<file path="config.mk">
export PLATFORM = sky130hd
export DESIGN_NAME = priority_blink_pattern_sequencer_unit
export DESIGN_NICKNAME = d
export VERILOG_FILES = /design/src/rtl/pbps_pkg.sv /design/src/rtl/pbps_prio_pick.sv /design/src/rtl/priority_blink_pattern_sequencer_unit.sv
export SDC_FILE = /design/constraint.sdc
export NUM_CORES = 1
export LEC_CHECK = 0
export ABC_AREA = 1
export BUFFER_PORTS_ARGS = -buffer_cell sky130_fd_sc_hd__buf_2
export CAP_MARGIN = 25
export CORE_MARGIN = 10
export CORE_UTILIZATION = 50
export DETAILED_ROUTE_END_ITERATION = 8
export PLACE_DENSITY = 0.71
export SLEW_MARGIN = 20
export SYNTH_ARGS = -nofsm -noshare
export SYNTH_HDL_FRONTEND = slang
export SYNTH_HIERARCHICAL = 1
export SYNTH_SLANG_ARGS = --single-unit
</file>
<file path="constraint.sdc">
create_clock -name aclk -period 6.55 [get_ports aclk]
set_input_delay 0.3275 -clock aclk [delete_from_list [all_inputs] [get_ports aclk]]
set_output_delay 0.3275 -clock aclk [all_outputs]
set_load 0.005 [all_outputs]
</file>
<file path="src/rtl/pbps_pkg.sv">
// ----------------------------------------------------------------------------
// Priority blink pattern sequencer package
// Shared sizes, command and step codes, and the blink pattern ROM.
// ----------------------------------------------------------------------------
package pbps_pkg;

    localparam int PATTERN_COUNT     = 8;
    localparam int MAX_PATTERN_STEPS = 6;
    localparam int HOLD_BITS         = 10;

    localparam int ROM_PATTERNS  = 8;
    localparam int ROM_WIDTH     = 6;
    localparam int PATTERN_LIMIT = (PATTERN_COUNT < ROM_PATTERNS) ? PATTERN_COUNT : ROM_PATTERNS;
    localparam int PIDX_W        = (PATTERN_LIMIT > 1) ? $clog2(PATTERN_LIMIT) : 1;
    localparam int WALK_LIMIT    = 1024;
    localparam int GUARD_W       = $clog2(WALK_LIMIT + 1);

    localparam logic [3:0] NO_PATTERN = 4'd8;
    localparam logic [3:0] STOP_MARK  = 4'd15;

    localparam logic [1:0] CMD_TICK  = 2'd0;
    localparam logic [1:0] CMD_START = 2'd1;
    localparam logic [1:0] CMD_STOP  = 2'd2;

    localparam logic [2:0] ST_STOP = 3'd0;
    localparam logic [2:0] ST_LOOP = 3'd1;
    localparam logic [2:0] ST_LVL0 = 3'd2;
    localparam logic [2:0] ST_LVL1 = 3'd3;
    localparam logic [2:0] ST_LVL2 = 3'd4;
    localparam logic [2:0] ST_LVL3 = 3'd5;
    localparam logic [2:0] ST_LVL4 = 3'd6;
    localparam logic [2:0] ST_COMM = 3'd7;

    typedef struct packed {
        logic [2:0]           kind;
        logic                 level;
        logic [HOLD_BITS-1:0] hold;
    } step_t;

    function automatic step_t make_step(input logic [2:0] kind, input logic level,
                                        input int hold);
        step_t r;
        r.kind  = kind;
        r.level = level;
        r.hold  = HOLD_BITS'(hold);
        return r;
    endfunction

    // Entries beyond a pattern's list read as stop steps.
    function automatic step_t rom_step(input logic [3:0] p, input logic [3:0] s);
        step_t r;
        r = make_step(ST_STOP, 1'b0, 0);
        if (s < MAX_PATTERN_STEPS && s < ROM_WIDTH) begin
            case (p)
                4'd0: begin
                    if (s == 4'd0) r = make_step(ST_LVL0, 1'b1, 200);
                    else if (s == 4'd1) r = make_step(ST_LOOP, 1'b0, 0);
                end
                4'd1: begin
                    if (s == 4'd0) r = make_step(ST_LVL4, 1'b1, 200);
                    else if (s == 4'd1) r = make_step(ST_LOOP, 1'b0, 0);
                end
                4'd2, 4'd3, 4'd4: begin
                    case (s)
                        4'd0: r = make_step(ST_LVL0, 1'b1, (p == 4'd3) ? 200 : 300);
                        4'd1: r = make_step(ST_LVL1, 1'b1,
                                            (p == 4'd2) ? 300 : (p == 4'd3) ? 200 : 250);
                        4'd2: r = make_step(ST_LVL2, 1'b1, (p == 4'd2) ? 300 : 200);
                        4'd3: r = make_step(ST_LVL3, 1'b1,
                                            (p == 4'd2) ? 300 : (p == 4'd3) ? 200 : 150);
                        4'd4: r = make_step(ST_LVL4, 1'b1,
                                            (p == 4'd2) ? 300 : (p == 4'd3) ? 200 : 100);
                        4'd5: r = make_step(ST_LOOP, 1'b0, 0);
                        default: r = make_step(ST_STOP, 1'b0, 0);
                    endcase
                end
                4'd5: begin
                    if (s == 4'd0) r = make_step(ST_COMM, 1'b0, 500);
                    else if (s == 4'd1) r = make_step(ST_LOOP, 1'b0, 0);
                end
                4'd6: begin
                    if (s == 4'd0) r = make_step(ST_COMM, 1'b1, 500);
                    else if (s == 4'd1) r = make_step(ST_LOOP, 1'b0, 0);
                end
                4'd7: begin
                    if (s == 4'd0) r = make_step(ST_COMM, 1'b1, 200);
                    else if (s == 4'd1) r = make_step(ST_COMM, 1'b0, 200);
                    else if (s == 4'd2) r = make_step(ST_LOOP, 1'b0, 0);
                end
                default: r = make_step(ST_STOP, 1'b0, 0);
            endcase
        end
        return r;
    endfunction

endpackage

</file>
<file path="src/rtl/pbps_prio_pick.sv">
// ----------------------------------------------------------------------------
// Priority pattern picker
// Returns the lowest-numbered pattern that is not stopped, or the none code.
// ----------------------------------------------------------------------------
module pbps_prio_pick (
    input  logic [pbps_pkg::PATTERN_LIMIT-1:0] live,
    output logic [3:0]                         pick
);
    import pbps_pkg::*;

    always_comb begin
        pick = NO_PATTERN;
        for (int i = PATTERN_LIMIT - 1; i >= 0; i--) begin
            if (live[i]) begin
                pick = 4'(i);
            end
        end
    end

endmodule

</file>
<file path="src/rtl/priority_blink_pattern_sequencer_unit.sv">
// ----------------------------------------------------------------------------
// Priority blink pattern sequencer
// Runs eight ROM blink patterns by priority and drives the bar and comm
// segments from one-millisecond ticks and start/stop commands.
// ----------------------------------------------------------------------------
// Each transaction on the s_ channel is a tick, a start or a stop command and
// produces exactly one m_ transaction that reports the segments, the active
// pattern and whether the hold countdown runs. A small sequencer handles one
// transaction at a time. A tick that only counts down passes through the command
// and done states; a start or stop command also passes the choose state. Each ROM
// step walked passes the walk state, and a stop step also passes the rescan state
// for a new priority pick. A walk that finds no active pattern ends without a step.
// With the fixed ROM a walk visits at most two steps. The done state waits until
// the output register is free. A runaway walk is cut off after 1024 steps.
module priority_blink_pattern_sequencer_unit (
    input  logic       aclk,
    input  logic       aresetn,
    input  logic       s_valid,
    output logic       s_ready,
    input  logic [1:0] s_command,
    input  logic [2:0] s_pattern_index,
    output logic       m_valid,
    input  logic       m_ready,
    output logic       m_bar_one,
    output logic       m_bar_two,
    output logic       m_bar_three,
    output logic       m_bar_four,
    output logic       m_bar_five,
    output logic       m_comm_mark,
    output logic [3:0] m_active_pattern,
    output logic       m_hold_running
);
    import pbps_pkg::*;

    localparam logic [2:0] S_IDLE   = 3'd0;
    localparam logic [2:0] S_CMD    = 3'd1;
    localparam logic [2:0] S_CHOOSE = 3'd2;
    localparam logic [2:0] S_WALK   = 3'd3;
    localparam logic [2:0] S_RESCAN = 3'd4;
    localparam logic [2:0] S_DONE   = 3'd5;

    logic [2:0]           state_reg, state_next;
    logic [1:0]           cmd_reg;
    logic [2:0]           idx_reg;
    logic [3:0]           step_pos_reg [PATTERN_LIMIT];
    logic [3:0]           step_pos_next [PATTERN_LIMIT];
    logic [3:0]           cur_reg, cur_next;
    logic [HOLD_BITS-1:0] hold_reg, hold_next;
    logic                 timer_reg, timer_next;
    logic [5:0]           seg_reg, seg_next;
    logic [GUARD_W-1:0]   guard_reg, guard_next;
    logic                 m_valid_reg;
    logic [5:0]           out_seg_reg;
    logic [3:0]           out_pat_reg;
    logic                 out_run_reg;
    logic                 m_load;

    logic [PATTERN_LIMIT-1:0] live;
    logic [3:0]               pick;
    logic [PIDX_W-1:0]        walk_idx;
    logic [PIDX_W-1:0]        cmd_idx;
    logic [3:0]               walk_pos;
    logic                     walk_ok;
    step_t                    walk_step;

    always_comb begin
        for (int i = 0; i < PATTERN_LIMIT; i++) begin
            live[i] = (step_pos_reg[i] != STOP_MARK);
        end
    end

    pbps_prio_pick u_pick (
        .live (live),
        .pick (pick)
    );

    assign walk_idx  = cur_reg[PIDX_W-1:0];
    assign cmd_idx   = PIDX_W'(idx_reg);
    assign walk_ok   = (cur_reg < 4'(PATTERN_LIMIT));
    assign walk_pos  = step_pos_reg[walk_idx];
    assign walk_step = rom_step(cur_reg, walk_pos);

    assign s_ready = (state_reg == S_IDLE);
    assign m_valid = m_valid_reg;

    always_comb begin
        state_next    = state_reg;
        step_pos_next = step_pos_reg;
        cur_next      = cur_reg;
        hold_next     = hold_reg;
        timer_next    = timer_reg;
        seg_next      = seg_reg;
        guard_next    = guard_reg;
        m_load        = 1'b0;
        case (state_reg)
            S_IDLE: begin
                if (s_valid) begin
                    state_next = S_CMD;
                end
            end
            S_CMD: begin
                state_next = S_DONE;
                case (cmd_reg)
                    CMD_TICK: begin
                        if (timer_reg) begin
                            if (hold_reg > HOLD_BITS'(1)) begin
                                hold_next = hold_reg - HOLD_BITS'(1);
                            end else begin
                                hold_next  = '0;
                                timer_next = 1'b0;
                                guard_next = '0;
                                state_next = S_WALK;
                            end
                        end
                    end
                    CMD_START, CMD_STOP: begin
                        if ({1'b0, idx_reg} < 4'(PATTERN_LIMIT)) begin
                            step_pos_next[cmd_idx] = (cmd_reg == CMD_START) ? 4'd0 : STOP_MARK;
                            state_next = S_CHOOSE;
                        end
                    end
                    default: state_next = S_DONE;
                endcase
            end
            S_CHOOSE: begin
                // The walk runs at once only for the commanded pattern.
                cur_next = pick;
                if (pick == {1'b0, idx_reg}) begin
                    guard_next = '0;
                    state_next = S_WALK;
                end else begin
                    state_next = S_DONE;
                end
            end
            S_RESCAN: begin
                cur_next   = pick;
                state_next = S_WALK;
            end
            S_WALK: begin
                if (guard_reg == GUARD_W'(WALK_LIMIT)) begin
                    timer_next = 1'b0;
                    hold_next  = '0;
                    state_next = S_DONE;
                end else if (!walk_ok) begin
                    state_next = S_DONE;
                end else begin
                    guard_next = guard_reg + GUARD_W'(1);
                    step_pos_next[walk_idx] = walk_pos + 4'd1;
                    case (walk_step.kind)
                        ST_LOOP: step_pos_next[walk_idx] = 4'd0;
                        ST_STOP: begin
                            step_pos_next[walk_idx] = STOP_MARK;
                            state_next = S_RESCAN;
                        end
                        ST_LVL0: seg_next = {seg_reg[5], 5'b00001};
                        ST_LVL1: seg_next = seg_reg | 6'b000010;
                        ST_LVL2: seg_next = seg_reg | 6'b000100;
                        ST_LVL3: seg_next = seg_reg | 6'b001000;
                        ST_LVL4: seg_next = seg_reg | 6'b011111;
                        default: seg_next = {walk_step.level, seg_reg[4:0]};
                    endcase
                    // A display step with a nonzero hold ends the walk.
                    if (walk_step.kind != ST_LOOP && walk_step.kind != ST_STOP &&
                        walk_step.hold != '0) begin
                        hold_next  = walk_step.hold;
                        timer_next = 1'b1;
                        state_next = S_DONE;
                    end
                end
            end
            S_DONE: begin
                if (!m_valid_reg || m_ready) begin
                    m_load     = 1'b1;
                    state_next = S_IDLE;
                end
            end
            default: state_next = S_IDLE;
        endcase
    end

    always_ff @(posedge aclk) begin
        if (!aresetn) begin
            state_reg   <= S_IDLE;
            cur_reg     <= NO_PATTERN;
            hold_reg    <= '0;
            timer_reg   <= 1'b0;
            seg_reg     <= '0;
            guard_reg   <= '0;
            m_valid_reg <= 1'b0;
            for (int i = 0; i < PATTERN_LIMIT; i++) begin
                step_pos_reg[i] <= STOP_MARK;
            end
        end else begin
            state_reg    <= state_next;
            cur_reg      <= cur_next;
            hold_reg     <= hold_next;
            timer_reg    <= timer_next;
            seg_reg      <= seg_next;
            guard_reg    <= guard_next;
            step_pos_reg <= step_pos_next;
            if (m_load) begin
                m_valid_reg <= 1'b1;
            end else if (m_ready) begin
                m_valid_reg <= 1'b0;
            end
        end
    end

    always_ff @(posedge aclk) begin
        if (s_valid && s_ready) begin
            cmd_reg <= s_command;
            idx_reg <= s_pattern_index;
        end
        if (m_load) begin
            out_seg_reg <= seg_reg;
            out_pat_reg <= cur_reg;
            out_run_reg <= timer_reg;
        end
    end

    assign m_bar_one        = out_seg_reg[0];
    assign m_bar_two        = out_seg_reg[1];
    assign m_bar_three      = out_seg_reg[2];
    assign m_bar_four       = out_seg_reg[3];
    assign m_bar_five       = out_seg_reg[4];
    assign m_comm_mark      = out_seg_reg[5];
    assign m_active_pattern = out_pat_reg;
    assign m_hold_running   = out_run_reg;

    // A running countdown always has time left.
    a_timer_hold: assert property (@(posedge aclk) disable iff (!aresetn)
        timer_reg |-> hold_reg != '0)
        else $error("countdown running with zero hold");

    // The walk guard never passes its bound.
    a_guard_bound: assert property (@(posedge aclk) disable iff (!aresetn)
        state_reg == S_WALK |-> guard_reg <= GUARD_W'(WALK_LIMIT))
        else $error("walk guard out of range");

    // A result carries the state held when it was loaded.
    a_result_load: assert property (@(posedge aclk) disable iff (!aresetn)
        m_load |=> m_valid_reg && out_pat_reg == $past(cur_reg) &&
                   out_run_reg == $past(timer_reg) && out_seg_reg == $past(seg_reg))
        else $error("result does not match sequencer state");

    // An accepted transaction moves the sequencer out of idle.
    a_accept_busy: assert property (@(posedge aclk) disable iff (!aresetn)
        s_valid && s_ready |=> state_reg == S_CMD && !s_ready)
        else $error("sequencer did not start on accepted transaction");

endmodule
</file>
==> results of run 1 <==
layout make-up:
| cell class | count | area [sq um] | share of cell area |
|---|---|---|---|
| clock buffers | 9 | 225 | 0.0352 |
| repair buffers | 24 | 128 | 0.0199 |
| clock inverters | 7 | 73.8 | 0.0115 |
| inverters | 136 | 517 | 0.0807 |
| well taps | 143 | 179 | 0.0279 |
| flip-flops and latches | 84 | 1840 | 0.288 |
| multi-input cells | 701 | 3440 | 0.537 |
power groups by stage:
stage	logic, uW	registers [uW]	clock network [uW]
after global placement	1420	748	0
after CTS	1430	738	532
after global routing	1630	754	554
after floorplan	1120	694	0
after detailed placement	1420	748	0
final	1460	743	527
routing by layer:
| layer | global-route usage | share of wire | vias to the layer above |
|---|---|---|---|
| li1 | - | - | 3085 |
| met1 | 0.266 | 0.47 | 2750 |
| met2 | 0.312 | 0.44 | 241 |
| met3 | 0.0456 | 0.068 | 40 |
| met4 | 0.0753 | 0.028 | 0 |
| met5 | 0 | 0 | - |
cell usage after synthesis, drive strengths merged:
library cell,number,area [sq um]
a2111oi,1,8.76
a211oi,2,15.0
a21boi,1,7.51
a21oi,84,424
a221oi,2,17.5
a22oi,3,22.5
a31oi,1,6.26
and2,1,6.26
buf,10,60.1
clkbuf,8,31.3
clkinv,1,5.00
dfxtp,68,1360
edfxtp,16,480
ha,11,138
inv,135,512
nand2,268,1070
nand3,68,375
nand4,23,144
nor2,121,521
nor3,21,105
nor4,4,31.3
o2111ai,2,17.5
o211ai,4,35.0
o21a,5,37.5
o21ai,62,314
o21bai,1,7.51
o221ai,1,8.76
o22ai,1,6.26
o2bb2ai,1,8.76
or2,2,15.0
xnor2,6,52.6
xor2,5,43.8
kinds of logic after synthesis:
family / count (synthesis) / share of synthesized area
buf+inv: 154 / 0.103
flops: 84 / 0.313
xor+xnor: 11 / 0.0164
simple gates: 508 / 0.385
compound gates: 171 / 0.159
fa+ha+maj: 11 / 0.0234
final timing paths:
path	start	end	depth (start not counted)
worst max-delay path	cur_reg[0]$_SDFFE_PN0P_	hold_reg[5]$_SDFFE_PN0P_	21
worst min-delay path	s_pattern_index[0]	cmd_idx[0]$_DFFE_PP_	1
worst max register to register	cur_reg[0]$_SDFFE_PN0P_	hold_reg[5]$_SDFFE_PN0P_	21
worst min register to register	seg_reg[0]$_SDFFE_PN0P_	out_seg_reg[0]$_DFFE_PP_	0
per-stage QoR:
stage | std cells | power, uW | setup slack [ns] | hold WS, ns
2_1_floorplan | 939 | 1820 | 3.62 | 0.402
3_3_place_gp | 1088 | 2170 | 2.82 | 0.414
3_5_place_dp | 1088 | 2170 | 2.74 | 0.416
4_1_cts | 1104 | 2700 | 2.73 | 0.146
5_1_grt | 1104 | 2930 | 2.17 | 0.147
6_report | 1104 | 2730 | 2.63 | 0.147
==> impl_metrics.toml, run 1 <==
[outcome]
status = "finished clean"

[global_routing]
grt.total_usage = 0.201
overflow = 0
grt_pass1_wl_mm = 27.2
antenna_found_initial = 0
grt_pass1_vias = 5505
grt_max_degree = 34

[logic_synthesis]
syn_nets = 959
yosysSeqAreaShare = 0.313
yosys_warnings = 6
syn_area_sq_um = 5890
yosysUniqueCellTypes = 50
syn_inst = 939
postSynthAreaPerCell_sq_um = 6.27
ys_ff_latch = 84

[die]
ioPinCount = 22
die_h_um = 129
rows = 39
initial_core_util = 0.514
floorplan.die_area_sq_um = 16500
die_w_um = 129
core-area_sq_um = 11500

[worst_setup_path]
slowest_delay_ns = 0.62
cp-end-kind = "flip-flop"
cp_common_cell = "nand2_2"
critPathBufInv = 4
worst-r2r-setup-slack_ns = 2.63
start_kind = "flip-flop"
worstPathMaxFanout = 12
required_ns = 6.83
slowest_stage = "dfxtp_1"
cp_cell_sequence = "inv_2 > nand2_1 > o21ai_0 > a221oi_1 > nand2_1 > nand2_1 > ha_1 > nand2_2 > nor2_2 > clkinv_2 > nand2_2 > nand2_2 > nand3_2 > nand2_4 > nand2_4 > inv_2 > nand3_2 > nand2_2 > inv_2 > o21ai_0 > a21oi_1"
criticalPathCategory = "reg2reg"
cp.arrival_ns = 4.21
critPathTopFamily = "simple AND/OR/NAND/NOR gates"

[clock_network]
cts-resized-gates = 0
cts_tree = "yes"
h-tree-depth = 3
cts_buffers = 9
post-cts-setup-buffer-count = 0
cts_hold_buf = 0
clock-root-buffer = "clkbuf_16"
clkSinkCount = 84
clock_path_buffers = 2
clk_pin_slew_ns = 0.07
insertion_delay_ns = 0.36

[place]
port_buffers = 21
dpl_cell_area_sq_um = 6110
hpwl_mm = 12.5
place_congestion = 1.04

[cells_and_area]
drive_gt1_frac = 0.106
antenna_cells = 0
fin_area_sq_um = 6410
largest_reg_flops = 28
fin_nets = 976
utilization = 0.559
fillers = 1165
final_cell_mix = "250 x nand2_1, 119 x inv_1, 107 x nor2_1, 83 x a21oi_1, 68 x dfxtp_1"
area_growth_pct = 8.77
final_common_cell = "nand2_1"

[timing]
slew_headroom = 0.320
min_period_over_period = 0.599
slew_viol_final = 0
finalHoldViolations = 0
period_minus_slack_ns = 3.92
rsz0062_at_grt = "false"
fin_tns_setup_ns = 0
worst_pin_slew_ns = 1.02
clock_skew_ns = 0.0127
finalSetupViolations = 0
clock.fmax_ghz = 0.255

[route]
ant_nets = 0
route.vias.total = 6116
routed_wl_mm = 16.8
viasPerCell = 5.54
post_drt_wl_per_cell_um = 15.2
first_pass_iters = 6
drc = 0
drt_iter0_drc = 597

[power_and_ir_drop]
net-switching-power_uw = 1370
power_frac_comb = 0.535
netSwitchingFraction = 0.500
p_seq_frac = 0.272
ir_drop_mv = 0.285
leakagePower_uw = 0.00301
internal_power_uw = 1370
clockPowerShare = 0.193
power.density_nw_per_um2 = 427

[hold_path]
hp-class = "in2reg"

[flow_run]
cap_violations = 0
(Power assumes the default switching activity.)
==> run 2, diff against run 1 <==
==> constraint.sdc (replaced) <==
create_clock -name aclk -period 3.8 [get_ports aclk]
set_input_delay 0.19 -clock aclk [delete_from_list [all_inputs] [get_ports aclk]]
set_output_delay 0.19 -clock aclk [all_outputs]
set_load 0.005 [all_outputs]
==> impl_metrics.toml, run 2 (synthesis results as in run 1) <==
[outcome]
status = "finished clean"

[cells_and_area]
final_cell_count_no_fill = 1109
antenna_cells = 0
final_cell_mix = "249 x nand2_1, 119 x inv_1, 106 x nor2_1, 83 x a21oi_1, 66 x dfxtp_1"
drive_gt1_frac = 0.115
fillers = 1177
fin_nets = 981
largest_reg_flops = 28
final_common_cell = "nand2_1"
area_growth_pct = 10.2
fin_area_sq_um = 6490

[global_routing]
grt.total_usage = 0.209
grt_max_degree = 33
antenna_found_initial = 0
grt_pass1_wl_mm = 28.4
grt_pass1_vias = 5633
overflow = 0

[hold_path]
hold_start = "s_pattern_index[1]"
hold-path-endpoint = "cmd_idx[1]$_DFFE_PP_"
hp-class = "in2reg"
hold_path_depth = 1

[worst_setup_path]
cp_cell_sequence = "inv_2 > nand2_2 > inv_1 > a221oi_1 > nand2_1 > nand2_1 > ha_1 > nand2_2 > nor2_4 > nand2_4 > inv_2 > nor2_2 > nand3_2 > nand2_4 > nand2_4 > inv_2 > nand3_2 > nand2_4 > inv_2 > o21ai_0 > a21oi_1"
cp-end-kind = "flip-flop"
slowest_stage = "dfxtp_2"
start_kind = "flip-flop"
critPathTopFamily = "simple AND/OR/NAND/NOR gates"
r2r-end = "hold_reg[5]$_SDFFE_PN0P_"
r2r-start = "cur_reg[1]$_SDFFE_PN0P_"
critPathBufInv = 5
cp.arrival_ns = 3.73
crit_cells = 21
worstPathMaxFanout = 12
required_ns = 4.08
reg2reg_depth = 21
slowest_delay_ns = 0.44
criticalPathCategory = "reg2reg"
worst-r2r-setup-slack_ns = 0.35

[route]
first_pass_iters = 5
post_drt_wl_per_cell_um = 15.2
route.vias.total = 6155
ant_nets = 0
drt_iter0_drc = 735
routed_wl_mm = 16.9
drc = 0
viasPerCell = 5.55

[die]
core-area_sq_um = 11500
rows = 39
initial_core_util = 0.514
ioPinCount = 22
floorplan.die_area_sq_um = 16500
die_w_um = 129
die_h_um = 129

[timing]
slew_headroom = 0.320
clock_skew_ns = 0.00823
worst_pin_slew_ns = 1.02
fin_tns_setup_ns = 0
slew_viol_final = 0
finalHoldViolations = 0
clock.fmax_ghz = 0.290
setup_ws_ns = 0.349
finalSetupViolations = 0
worst_hold_slack_ns = 0.00569
min_period_over_period = 0.908
period_minus_slack_ns = 3.45
rsz0062_at_grt = "false"

[power_and_ir_drop]
p_seq_frac = 0.258
netSwitchingFraction = 0.492
net-switching-power_uw = 2400
power.density_nw_per_um2 = 752
ir_drop_mv = 0.566
internal_power_uw = 2480
power_frac_comb = 0.540
clockPowerShare = 0.202
leakagePower_uw = 0.00305

[place]
place_congestion = 1.01
place_inst = 1093
pre_cts_ws_ns = 0.182
hpwl_mm = 12.7
port_buffers = 21
dpl_cell_area_sq_um = 6140

[clock_network]
cts_hold_buf = 0
h-tree-depth = 3
clkSinkCount = 84
insertion_delay_ns = 0.36
cts_buffers = 9
cts-resized-gates = 0
clock_path_buffers = 2
clock-root-buffer = "clkbuf_16"
cts_tree = "yes"
post-cts-setup-buffer-count = 0
clk_pin_slew_ns = 0.07

[flow_run]
cap_violations = 0
## run 2: layer usage
layer  track usage  wire length, um  vias up
met1         0.281             7830     2787
li1              -                -     3098
met5             0                0        -
met4        0.0923              420        0
met3        0.0349             1040       31
met2         0.323             7570      239
## run 2: metrics by stage
stage / power [uW] / utilization
after detailed placement: 3800 / 0.536
after CTS: 4800 / 0.564
after global routing: 5270 / 0.566
after global placement: 3800 / 0.536
after floorplan: 3130 / -
final: 4880 / 0.566
## run 2: how the worst max path moves through the flow
stage	to	slack, ns	from
CTS	hold_reg[2]$_SDFFE_PN0P_	0.16	cur_reg[1]$_SDFFE_PN0P_
detailed placement	hold_reg[5]$_SDFFE_PN0P_	0.18	cur_reg[1]$_SDFFE_PN0P_
global route	hold_reg[2]$_SDFFE_PN0P_	0.01	cur_reg[1]$_SDFFE_PN0P_
floorplan	state_reg[0]$_SDFFE_PN0P_	0.87	cur_reg[1]$_SDFFE_PN0P_
finish	hold_reg[5]$_SDFFE_PN0P_	0.35	cur_reg[1]$_SDFFE_PN0P_
global placement	hold_reg[5]$_SDFFE_PN0P_	0.23	cur_reg[1]$_SDFFE_PN0P_
## run 2: area by class of cell
cell class                 count  area (sq um)  area share
inverter                     136           517      0.0796
tap                          143           179      0.0276
clock inverter                 7          97.6      0.0150
multi-input combinational    701          3460       0.534
sequential                    84          1840       0.284
clock buffer                   9           225      0.0347
timing repair buffer          29           165      0.0254
## run 2: worst register-to-register path, stage by stage, from the launching register on
cell	delay (ns)
dfxtp_2	0.44
inv_2	0.12
nand2_2	0.13
inv_1	0.10
a221oi_1	0.30
nand2_1	0.11
nand2_1	0.21
ha_1	0.31
nand2_2	0.13
nor2_4	0.19
nand2_4	0.10
inv_2	0.10
nor2_2	0.05
nand3_2	0.09
nand2_4	0.08
nand2_4	0.19
inv_2	0.08
nand3_2	0.10
nand2_4	0.13
inv_2	0.17
o21ai_0	0.11
a21oi_1	0.14
## run 2: power by group through the flow
stage          Sequential (uW)  Clock (uW)  Combinational [uW]
2_1_floorplan             1200           0                1930
3_3_place_gp              1270           0                2530
3_5_place_dp              1270           0                2530
4_1_cts                   1250         999                2550
5_1_grt                   1280        1040                2960
6_report                  1260         987                2640
